### src/rtl/core/alse_pkg.sv
// ----------------------------------------------------------------------------
// alse_pkg
// Shared types and constants for the list search and edit engine: command
// and status codes, cell control word, result layout and controller states.
// ----------------------------------------------------------------------------
package alse_pkg;

  // fixed field widths
  localparam int DataW    = 32;
  localparam int CmdW     = 3;
  localparam int PosW     = 6;
  localparam int StatusW  = 2;
  localparam int TotalW   = 7;
  localparam int Capacity = 64;

  // packed beat widths
  localparam int InBits   = CmdW + PosW + DataW;
  localparam int OutBits  = StatusW + PosW + DataW + DataW + TotalW;
  localparam int InBytesW  = ((InBits + 7) / 8) * 8;
  localparam int OutBytesW = ((OutBits + 7) / 8) * 8;

  // command codes
  typedef enum logic [CmdW-1:0] {
    CMD_FIND   = 3'd0,
    CMD_MODIFY = 3'd1,
    CMD_APPEND = 3'd2,
    CMD_REMOVE = 3'd3,
    CMD_ZERO   = 3'd4
  } cmd_e;

  // status codes
  typedef enum logic [StatusW-1:0] {
    ST_OK        = 2'd0,
    ST_NOT_FOUND = 2'd1,
    ST_RANGE     = 2'd2,
    ST_FULL      = 2'd3
  } status_e;

  // controller states
  typedef enum logic [1:0] {
    S_IDLE,
    S_EXEC,
    S_SEARCH,
    S_FINISH
  } state_e;

  // operation broadcast to every cell
  typedef enum logic [2:0] {
    CELL_NONE,
    CELL_FIND,
    CELL_PICK,
    CELL_WRITE,
    CELL_SHIFT
  } cell_op_e;

  typedef struct packed {
    cell_op_e               op;
    logic [DataW-1:0]       value;
  } cell_ctrl_t;

  // result item, last field in the lowest bits
  typedef struct packed {
    logic [TotalW-1:0]      entry_total;
    logic [DataW-1:0]       new_value;
    logic [DataW-1:0]       old_value;
    logic [PosW-1:0]        found_position;
    status_e                status;
  } result_t;

endpackage

### src/rtl/core/alse_cell.sv
// ----------------------------------------------------------------------------
// alse_cell
// One list entry: holds its value, takes its right neighbor's value on a
// shift, and flags a hit for the priority tree on a find or a pick.
// ----------------------------------------------------------------------------
module alse_cell #(
  parameter int Index = 0,
  parameter int AW    = 6,
  parameter int CntW  = 7
) (
  input  logic                        clk_i,
  input  alse_pkg::cell_ctrl_t        ctrl_i,
  input  logic [AW-1:0]               sel_idx_i,
  input  logic [CntW-1:0]             count_i,
  input  logic [alse_pkg::DataW-1:0]  next_data_i,
  output logic [alse_pkg::DataW-1:0]  data_o,
  output logic                        hit_o
);

  logic [alse_pkg::DataW-1:0] data_q, data_d;
  logic                       hit_q, hit_d;
  logic                       live, selected, above;

  assign live     = count_i > CntW'(Index);
  assign selected = sel_idx_i == AW'(Index);
  assign above    = AW'(Index) >= sel_idx_i;

  // entry update and hit flag
  always_comb begin
    data_d = data_q;
    hit_d  = hit_q;
    unique case (ctrl_i.op)
      alse_pkg::CELL_FIND:  hit_d = live && (data_q == ctrl_i.value);
      alse_pkg::CELL_PICK:  hit_d = selected;
      alse_pkg::CELL_WRITE: if (selected) data_d = ctrl_i.value;
      alse_pkg::CELL_SHIFT: if (above) data_d = next_data_i;
      default: ;
    endcase
  end

  always_ff @(posedge clk_i) begin
    data_q <= data_d;
    hit_q  <= hit_d;
  end

  assign data_o = data_q;
  assign hit_o  = hit_q;

endmodule

### config.mk
export PLATFORM = sky130hd
export DESIGN_NAME = alse_cell
export DESIGN_NICKNAME = d
export VERILOG_FILES = /design/src/rtl/core/alse_pkg.sv /design/src/rtl/core/alse_cell.sv
export SDC_FILE = /design/constraint.sdc
export NUM_CORES = 1
export LEC_CHECK = 0
export BUFFER_PORTS_ARGS = -buffer_cell sky130_fd_sc_hd__buf_2
export CELL_PAD_IN_SITES_DETAIL_PLACEMENT = 0
export CELL_PAD_IN_SITES_GLOBAL_PLACEMENT = 1
export CORE_MARGIN = 10
export CORE_UTILIZATION = 32
export DETAILED_ROUTE_END_ITERATION = 8
export PLACE_DENSITY_LB_ADDON = 0.1
export SLEW_MARGIN = 0
export SYNTH_ARGS = -nofsm -noshare
export SYNTH_HDL_FRONTEND = slang
export SYNTH_SLANG_ARGS = --single-unit
### constraint.sdc
create_clock -name clk_i -period 2.3 [get_ports clk_i]
set_input_delay 0 -clock clk_i [delete_from_list [all_inputs] [get_ports clk_i]]
set_output_delay 0 -clock clk_i [all_outputs]
set_load 0.005 [all_outputs]
; ---- After elaboration in Yosys (flattened, before gate mapping)
; Cells that the tools add are included.
; W data, S select, Z words.
[word_totals]
word_cells = 20
out_inout_bits = 33
register_bits = 33
[op_classes]
reduce_logical = 5
mux = 4
magnitude_cmp = 2
eq_ne = 7
[ops]
columns = op, count
row1 = $mux W32, 2
row2 = $pmux W32 S2, 1
row3 = $eq A32 B32 Y1, 1
row4 = $gt A7 B1 Y1 const B, 1
row5 = $eq A3 B2 Y1 const B, 2
row6 = $ge A1 B6 Y1 const A, 1
row7 = $logic_not A6 Y1, 1
row8 = $ne A2 B2 Y1 const B, 2
row9 = $reduce_bool A2 Y1, 2
row10 = $eq A3 B1 Y1 const B, 1
row11 = $eq A3 B3 Y1 const B, 1
row12 = $reduce_and A3 Y1, 1
row13 = $pmux W1 S2, 1
row14 = $logic_and A1 B1 Y1, 1

; ---- Depth between registers and ports, before layout
; Gate-level depths: netlist (run 1).
[logic_depth]
depth_word = 3
ltp_mapped = 5
ltp_nobuf = 5

; ---- Worst setup path after synthesis (run 1)
; No wires, ideal clock.
[synth_timing]
kind = input port to flip-flop
startpoint = input ctrl_i[33] in the netlist's numbering
endpoint = register data_q (netlist bit data_o[0]), enable pin
arrival_ns = 1.265
path_slack_ns = 0.649
cell_stages = 3
cell_sequence = nor3b_4 > buf_6 > o211a_1
[synth_via]
elab_chain_len = 3
elab_cells_between_ends = 6
cone_classes = eq/ne: 4 / reduce/logical: 2
[synth_rtl]
columns = element, line
row1 = start: declaration, alse_cell.sv:12  ; input alse_pkg::cell_ctrl_t ctrl_i,
row2 = $eq A3 B3 Y1 or $eq A3 B2 Y1 (tied branches), alse_cell.sv:32  ; unique case (ctrl_i.op)
row3 = $ne A2 B2 Y1 (no line) or $reduce_bool A2 Y1 (tied branches), --
row4 = $reduce_and A3 Y1 (no line) (*), --
row5 = end signal: assignment, alse_cell.sv:42  ; data_q <= data_d;
row6 = end: declaration, alse_cell.sv:20  ; logic [alse_pkg::DataW-1:0] data_q, data_d;
; Mark *: on every way between the ends. The rest lies on a longest branch, timed or not.
; A chain may end at the register's enable or synchronous reset.

; ---- Worst setup path in the final report (run 1)
[layout_timing]
startpoint = register data_q (netlist bit data_o[16])
endpoint = register hit_q (netlist: hit_o), data pin
[layout_via]
elab_chain_len = 3
[layout_rtl]
columns = element, line
row1 = $eq A32 B32 Y1, alse_cell.sv:33  ; alse_pkg::CELL_FIND: hit_d = live && (data_q == ctrl_i.value);
row2 = $logic_and A1 B1 Y1, alse_cell.sv:33
row3 = $pmux W1 S2, alse_cell.sv:32
row4 = named net hit_d, alse_cell.sv:21  ; logic hit_q, hit_d;
row5 = end signal: assignment, alse_cell.sv:43  ; hit_q <= hit_d;
row6 = end: declaration, alse_cell.sv:21
; The timed path passes the listed nets, and every way through them passes these cells.

==> flow_summary.ini, run 1 <==
[floorplanning]
pin_count = 114
core_area_sq_um = 5540
chipHeight_um = 95.61
start_util_pct = 33.02
die-area_sq_um = 9140
die_w_um = 95.61
core.rowCount = 27

[sta]
fin_crit_sh_pct = 59.88
rsz0062_at_grt = no
finalSetupTns_ns = 0
clock_skew_ns = 0.006168
hold_viol = 0
min_period_ns = 1.377
finalMaxSlewViolations = 0
max_slew.worst_pin.slew_ns = 0.5981
slew_headroom_pct = 60.09
setup_viol = 0
max_freq_mhz = 726.1

[finish]
finalNonFillerCells = 320
drive_gt1_share_pct = 62.50
fin_nets = 328
diodes = 0
area_delta_synth_final_pct = 41.66
fill_cells = 556

[route]
firstDrtPassIters = 3
vias = 1435
routedWlPerCell_um = 16.58
postRouteAntennaNets = 0
wl_um = 5304
drc = 0
drt-initial-drc-count = 34
viasPerCell = 4.484

[job]
cap_violations = 0

[power]
pwr_density_cell_nw_per_um2 = 487.4
leakagePower_nw = 1.101
worst_ir_drop_vdd_v = 0.0001984

[clock_tree]
cts_tree = yes
htreeDepth = 2
cts_buffers = 5
root_buffer = clkbuf_8
clock_path_buffers = 2
postCtsSetupBuffers = 0
numClockSinks = 33
clkLatencyLatePin_ns = 0.28
clkTransAtPathRegs_ns = 0.07

[yosys]
synthXorXnorAreaFrac_pct = 15.80
synthCells = 124
synth_top_family_by_area = multiplexers
synthAdderAreaFrac_pct = 0
yosysWarnings = 0
synth_compound_area_share_pct = 1.642
syn_avg_cell_area_sq_um = 14.75
synth_top_area_cell = edfxtp_1
ys_ff_latch = 33
synthTopCellsByArea = edfxtp_1, mux2_2, xor2_1
ys_seq_area_share_pct = 54.17
synth_top_area_share_pct = 54.17
synth_mux_area_share_pct = 19.70
syn_area_sq_um = 1829
synth_fp_nets = 205
ys_types = 16
synthSimpleGateAreaFrac_pct = 6.840

[run_status]
status = complete, no violations

[global_route]
grt.met1_usage_pct = 12.97
grt_use_met2_pct = 18.23
antenna_found_initial = 0
track_usage_pct = 11.29
grtUsageMet3_pct = 5.499
grt_max_degree = 19
grt_most_used_layer = met2
grt_pass1_wl_um = 8031
grt_pass1_vias = 1641
overflow = 0

[critical_path]
worst-path-buf-inv = 0
reg2reg_to = hit_o
timing.critical_path.cells = xor2_1 -> nor4_1 -> nand4_1 -> o21ai_1
worst_path_max_delay_cell = edfxtp_1
arrival_ns = 1.52
rr_startpoint = data_o[16]
rrSetupSlack_ns = 0.92
end_kind = register
ff2ff_path_depth = 4
path_max_fanout = 2
critPathKind = reg2reg
path_delay_family = simple AND/OR/NAND/NOR gates
required_ns = 2.44
startpoint_type = register
slowest_delay_ns = 0.40

[hold_path]
min_to = data_o[21]
min-delay-start = next_data_i[21]
hold_path.class = in2reg
hold_path_depth = 2

[placement]
gp_congestion = 0.7501
placed_cells = 311
io_buffers = 113
dp_hpwl_um = 4473
## worst max path at each step
stage                  to  depth (start not counted)  startpoint  slack, ns
2_1_floorplan   data_o[0]                          3  ctrl_i[33]       0.65
3_3_place_gp   data_o[29]                          4  ctrl_i[33]       0.75
3_5_place_dp   data_o[17]                          4  ctrl_i[33]       0.71
4_1_cts             hit_o                          4  data_o[29]       0.85
5_1_grt             hit_o                          5   data_o[5]       0.72
6_report            hit_o                          4  data_o[16]       0.92
## per-layer routing
metal,wire length (um),up-vias
li1,-,714
met1,2138,652
met2,2501,65
met3,625,4
met4,39,0
met5,0,-
## cell usage in the layout (no fill, tap or decap)
| master | count |
|---|---|
| buf_2 | 113 |
| edfxtp_1 | 33 |
| mux2_2 | 30 |
| xor2_1 | 28 |
| nor4_1 | 8 |
| xnor2_1 | 5 |
| clkbuf_8 | 5 |
| nor2_1 | 4 |
| nand4_1 | 4 |
| buf_4 | 4 |
| clkbuf_1 | 3 |
| mux2_1 | 2 |
| nor3b_4 | 1 |
| nand2_1 | 1 |
| o211a_1 | 1 |
| a2111oi_2 | 1 |
| or4_1 | 1 |
| nor3_1 | 1 |
| o21ai_1 | 1 |
| dlygate4sd3_1 | 1 |
| buf_12 | 1 |
## cells by family after synthesis
kind of cell | Yosys count
xor gates and xnor gates | 33
DFF | 33
muxes | 32
and+or+nand+nor | 20
AOI/OAI and AO/OA | 3
buffers and inverters | 3
## synthesized netlist by cell type
library cell and instances:
buf_6 3, nor4_1 8, mux2_2 30, a2111oi_2 1, nor2_1 4, nand4_1 4, xor2_1 28, edfxtp_1 33
nor3b_4 1, or4_1 1, nand2_1 1, o211a_1 1, nor3_1 1, mux2_1 2, o21ai_1 1, xnor2_1 5
## timing repair
item / CTS / global route
endpoints found under the hold margin: 1 / 0
gates resized for setup: 0 / 0
hold buffers: 1 / 0
endpoints found under the setup margin: 0 / 0
## worst reg2reg max path, delay by kind of cell, from the launching register on
family	cells	cell delay, ns
AOI/OAI and AO/OA	1	0.15
DFF	1	0.40
and+or+nand+nor	2	0.53
xor gates and xnor gates	1	0.16
## layout make-up
| cell class | instances | area (sq um) | area share (%) |
|---|---|---|---|
| clock buffer | 8 | 80.08 | 3.090 |
| tap | 72 | 90.09 | 3.477 |
| timing repair buffer | 119 | 625.6 | 24.14 |
| multi-input combinational | 88 | 804.5 | 31.05 |
| sequential | 33 | 991.0 | 38.24 |
## state kept, by name, summed over array words and instances, names as in the netlist
register / count
hit_o: 1
data_o: 32
## power breakdown
| group | total (mW) | switching (mW) | internal (mW) |
|---|---|---|---|
| registers | 0.670 | 0.00164 | 0.669 |
| clock network | 0.415 | 0.200 | 0.215 |
| logic | 0.178 | 0.0692 | 0.109 |
| total | 1.26 | 0.271 | 0.992 |
## metrics by stage
stage	total power, mW	util (%)	hold slack [ns]	cell area (sq um)	setup WS [ns]
after global routing	1.325	46.77	0.005778	2591	0.7244
after floorplan	0.7649	-	0.1937	1829	0.6485
after CTS	1.286	46.77	0.004906	2591	0.8531
after global placement	0.8615	45.14	0.2977	2501	0.7530
after detailed placement	0.8628	45.14	0.2946	2501	0.7127
final	1.263	46.77	0.01323	2591	0.9229
Note: power is estimated with default switching activity, not from simulation.
==> inputs of run 2 (changes only) <==
==> constraint.sdc (replaced) <==
create_clock -name clk_i -period 1.3 [get_ports clk_i]
set_input_delay 0 -clock clk_i [delete_from_list [all_inputs] [get_ports clk_i]]
set_output_delay 0 -clock clk_i [all_outputs]
set_load 0.005 [all_outputs]
==> flow_summary.ini, run 2 (synthesized netlist as in run 1, its figures left out) <==
[clock_tree]
cts_tree = yes
clock_path_buffers = 2
htreeDepth = 2
cts_hold_buf = 0
cts_buffers = 5
root_buffer = clkbuf_8
postCtsSetupBuffers = 0
clkTransAtPathRegs_ns = 0.07
clkLatencyLatePin_ns = 0.28
numClockSinks = 33

[critical_path]
required_ns = 1.44
rr_startpoint = data_o[17]
critPathKind = reg2reg
startpoint_type = register
path_max_fanout = 2
end_kind = register
timing.critical_path.cells = xor2_1 -> nor4_2 -> nand4_1 -> o21ai_1
worst_path_max_delay_cell = edfxtp_1
arrival_ns = 1.53
slowest_delay_ns = 0.40
critPathLaunch = data_o[17]

[sta]
finalSetupTns_ns = -0.09320
max_freq_mhz = 717.8
rsz0062_at_grt = yes
hold_viol = 0
min_period_ns = 1.393
slew_headroom_pct = 72.95
fin_crit_sh_pct = 107.2
clock_skew_ns = 0.001900
setup_viol = 1
fin_ws_ns = -0.09320
max_slew.worst_pin.slew_ns = 0.4053
finalMaxSlewViolations = 0
holdWs_ns = 0.009545

[finish]
finalNonFillerCells = 328
fin_nets = 336
mostFrequentLayoutCells = buf_2, edfxtp_1, mux2_2
layout_commonest_cell = buf_2
fill_cells = 535
drive_gt1_share_pct = 64.84
largest_register_ffs = 32
area_delta_synth_final_pct = 46.92
fin_area_sq_um = 2688
diodes = 0

[floorplanning]
die-area_sq_um = 9140
core.rowCount = 27
start_util_pct = 33.02
core_area_sq_um = 5540
chipHeight_um = 95.61
pin_count = 114
die_w_um = 95.61

[job]
cap_violations = 0

[hold_path]
min-delay-start = next_data_i[23]
hold_path.class = in2reg

[placement]
dp_hpwl_um = 4610
placed_cells = 320
io_buffers = 113
gp_congestion = 0.7855
placed_area_sq_um = 2601

[power]
worst_ir_drop_vdd_v = 0.0004586
leakagePower_nw = 1.149
pwr_density_cell_nw_per_um2 = 837.8

[global_route]
grt_pass1_vias = 1727
overflow = 0
grt_pass1_wl_um = 8190
grt_max_degree = 12
antenna_found_initial = 0
track_usage_pct = 11.53

[route]
drt-initial-drc-count = 25
wl_um = 5373
routedWlPerCell_um = 16.38
drc = 0
viasPerCell = 4.494
postRouteAntennaNets = 0
vias = 1474
firstDrtPassIters = 3

[run_status]
status = finished, violations left
violations = setup timing
[run 2: changes by cell type in the layout (fill, tap and decap cells not counted), sizes merged]
cell | previous run | this run
buf | 118 | 127
dlygate4sd3 | 1 | 0
[run 2: cell type report]
type                       count  area (sq um)  area share, %
timing repair buffer         127         708.2          26.35
multi-input combinational     88         818.3          30.45
tap                           72         90.09          3.352
clock buffer                   8         80.08          2.980
sequential                    33         991.0          36.87
[run 2: worst paths after layout]
| check | to | slack [ns] | cells past startpoint |
|---|---|---|---|
| min | data_o[23] | 0.01 | 2 |
| max reg2reg | hit_o | -0.09 | 4 |
| max | hit_o | -0.09 | 4 |
| min reg2reg | hit_o | 0.86 | 4 |
[run 2: metrics by stage]
stage	utilization, %	power [mW]	setup WS (ns)
final	48.51	2.252	-0.09320
after global routing	48.51	2.375	-0.2206
after CTS	48.51	2.302	-0.1179
after detailed placement	46.95	1.539	-0.1920
after global placement	46.95	1.536	-0.1571
after floorplan	-	1.354	0.04140
[run 2: layer usage]
metal	vias up	track usage [%]	share of wire, %
li1	738	-	-
met4	0	2.948	0.67
met2	69	19.47	48
met1	662	12.58	39
met5	-	0	0
met3	5	5.813	12
[run 2: timing repair]
action / CTS / global route
setup endpoints to repair: 1 / 1
resized for setup: 1 / 0
gates cloned: 0 / 0
pin swaps: 1 / 0
[run 2: power breakdown]
group | internal, mW | switching [mW]
Clock | 0.380 | 0.359
Combinational | 0.200 | 0.127
Sequential | 1.18 | 0.00265
[run 2: critical path: cells and delay by family, from the launching register on]
kind / cells / cell delay, ns
flops: 1 / 0.40
xor+xnor: 1 / 0.17
simple gates: 2 / 0.55
compound gates: 1 / 0.14
==> inputs of run 3 (changes only) <==
--- a/config.mk
+++ b/config.mk
@@ -12,6 +12,7 @@
 export CORE_UTILIZATION = 32
 export DETAILED_ROUTE_END_ITERATION = 8
 export PLACE_DENSITY_LB_ADDON = 0.1
+export SKIP_CTS_REPAIR_TIMING = 1
 export SLEW_MARGIN = 0
 export SYNTH_ARGS = -nofsm -noshare
 export SYNTH_HDL_FRONTEND = slang
==> flow_summary.ini, run 3 (synthesized netlist as in run 1, its figures left out) <==
[finish]
finalNonFillerCells = 328
largest_register_ffs = 32
fin_nets = 336
layout_commonest_cell = buf_2
mostFrequentLayoutCells = buf_2, edfxtp_1, mux2_2
diodes = 0
fill_cells = 536
fin_area_sq_um = 2694
multi_input_area_sq_um = 824.5
drive_gt1_share_pct = 65.23
area_delta_synth_final_pct = 47.26
ff_latch_area_sq_um = 991.0

[clock_tree]
clock_path_buffers = 2
numClockSinks = 33
clkTransAtPathRegs_ns = 0.07
clkLatencyLatePin_ns = 0.28
root_buffer = clkbuf_8
cts_buffers = 5
htreeDepth = 2
cts_tree = yes

[sta]
min_period_ns = 1.392
finalMaxSlewViolations = 0
slew_headroom_pct = 72.95
fin_ws_ns = -0.09247
finalSetupTns_ns = -0.09247
max_freq_mhz = 718.1
setup_viol = 1
hold_viol = 0
rsz0062_at_grt = yes
max_slew.worst_pin.slew_ns = 0.4053
clock_skew_ns = 0.001887
holdWs_ns = 0.01106
fin_crit_sh_pct = 107.1

[critical_path]
critPathKind = reg2reg
end_kind = register
ff2ff_path_depth = 4
reg2reg_to = hit_o
rr_startpoint = data_o[14]
startpoint_type = register
rrSetupSlack_ns = -0.09
required_ns = 1.44
path_max_fanout = 2
arrival_ns = 1.53
critPathLaunch = data_o[14]

[power]
leakagePower_nw = 1.149
seqPwrFrac_pct = 52.6
intPower_mw = 1.764
worst_ir_drop_vdd_v = 0.0004593
switching_share_pct = 21.74
pwr_density_cell_nw_per_um2 = 836.5
comb_power_share_pct = 14.6
power_frac_clock_pct = 32.8
power.switching_uw = 489.9

[run_status]
status = finished, violations left
violations = setup timing

[floorplanning]
core_area_sq_um = 5540
start_util_pct = 33.02
chipHeight_um = 95.61
core.rowCount = 27
die-area_sq_um = 9140
pin_count = 114
die_w_um = 95.61

[global_route]
track_usage_pct = 11.50
grt_max_degree = 12
overflow = 0
grt_pass1_vias = 1721
antenna_found_initial = 0
grt_pass1_wl_um = 8169

[route]
drt-initial-drc-count = 26
routedWlPerCell_um = 16.38
drc = 0
postRouteAntennaNets = 0
firstDrtPassIters = 3
vias = 1473
wl_um = 5371
viasPerCell = 4.491

[placement]
place_ws_ns = -0.1920
dp_hpwl_um = 4610
placed_area_sq_um = 2601
gp_congestion = 0.7855
placed_cells = 320
io_buffers = 113

[hold_path]
hold_path.class = in2reg
min-delay-start = next_data_i[23]
min_to = data_o[23]
hold_path_depth = 2

[job]
cap_violations = 0
-- run 3: cell count changes in the layout (fill, tap and decap cells not counted) --
cell    delta
nor4_1     -1
nor4_2     +1
-- run 3: area by class of cell --
class	instances	area share, %
multi-input cells	88	30.61
well taps	72	3.344
flip-flops and latches	33	36.79
repair buffers	127	26.29
clock buffers	8	2.973
-- run 3: through the flow --
stage	util [%]	power [mW]
2_1_floorplan	-	1.354
3_3_place_gp	46.95	1.536
3_5_place_dp	46.95	1.539
4_1_cts	48.40	2.301
5_1_grt	48.62	2.376
6_report	48.62	2.253
-- run 3: metal layers --
layer  vias to the layer above  GRT usage [%]  routed length (um)
li1                        737              -                   -
met1                       662          12.53                2112
met2                        69          19.41                2580
met3                         5          5.813                 641
met4                         0          2.948                  36
met5                         -              0                   0
-- run 3: how the worst max path moves through the flow --
stage	endpoint	slack [ns]	depth (start not counted)
2_1_floorplan	hit_o	0.04	4
3_3_place_gp	hit_o	-0.16	4
3_5_place_dp	hit_o	-0.19	4
4_1_cts	hit_o	-0.22	4
5_1_grt	hit_o	-0.21	4
6_report	hit_o	-0.09	4
-- run 3: power groups by stage --
stage                     Sequential [mW]  Combinational (mW)  Clock [mW]
after floorplan                      1.21               0.145           0
after global placement               1.21               0.327           0
after detailed placement             1.21               0.330           0
after CTS                            1.19               0.332       0.784
after global routing                 1.18               0.367       0.825
final                                1.19               0.328       0.740
-- run 3: critical path: stages, from the launching register on --
cell	delay (ns)
edfxtp_1	0.42
xor2_1	0.17
nor4_2	0.34
nand4_1	0.19
o21ai_1	0.14
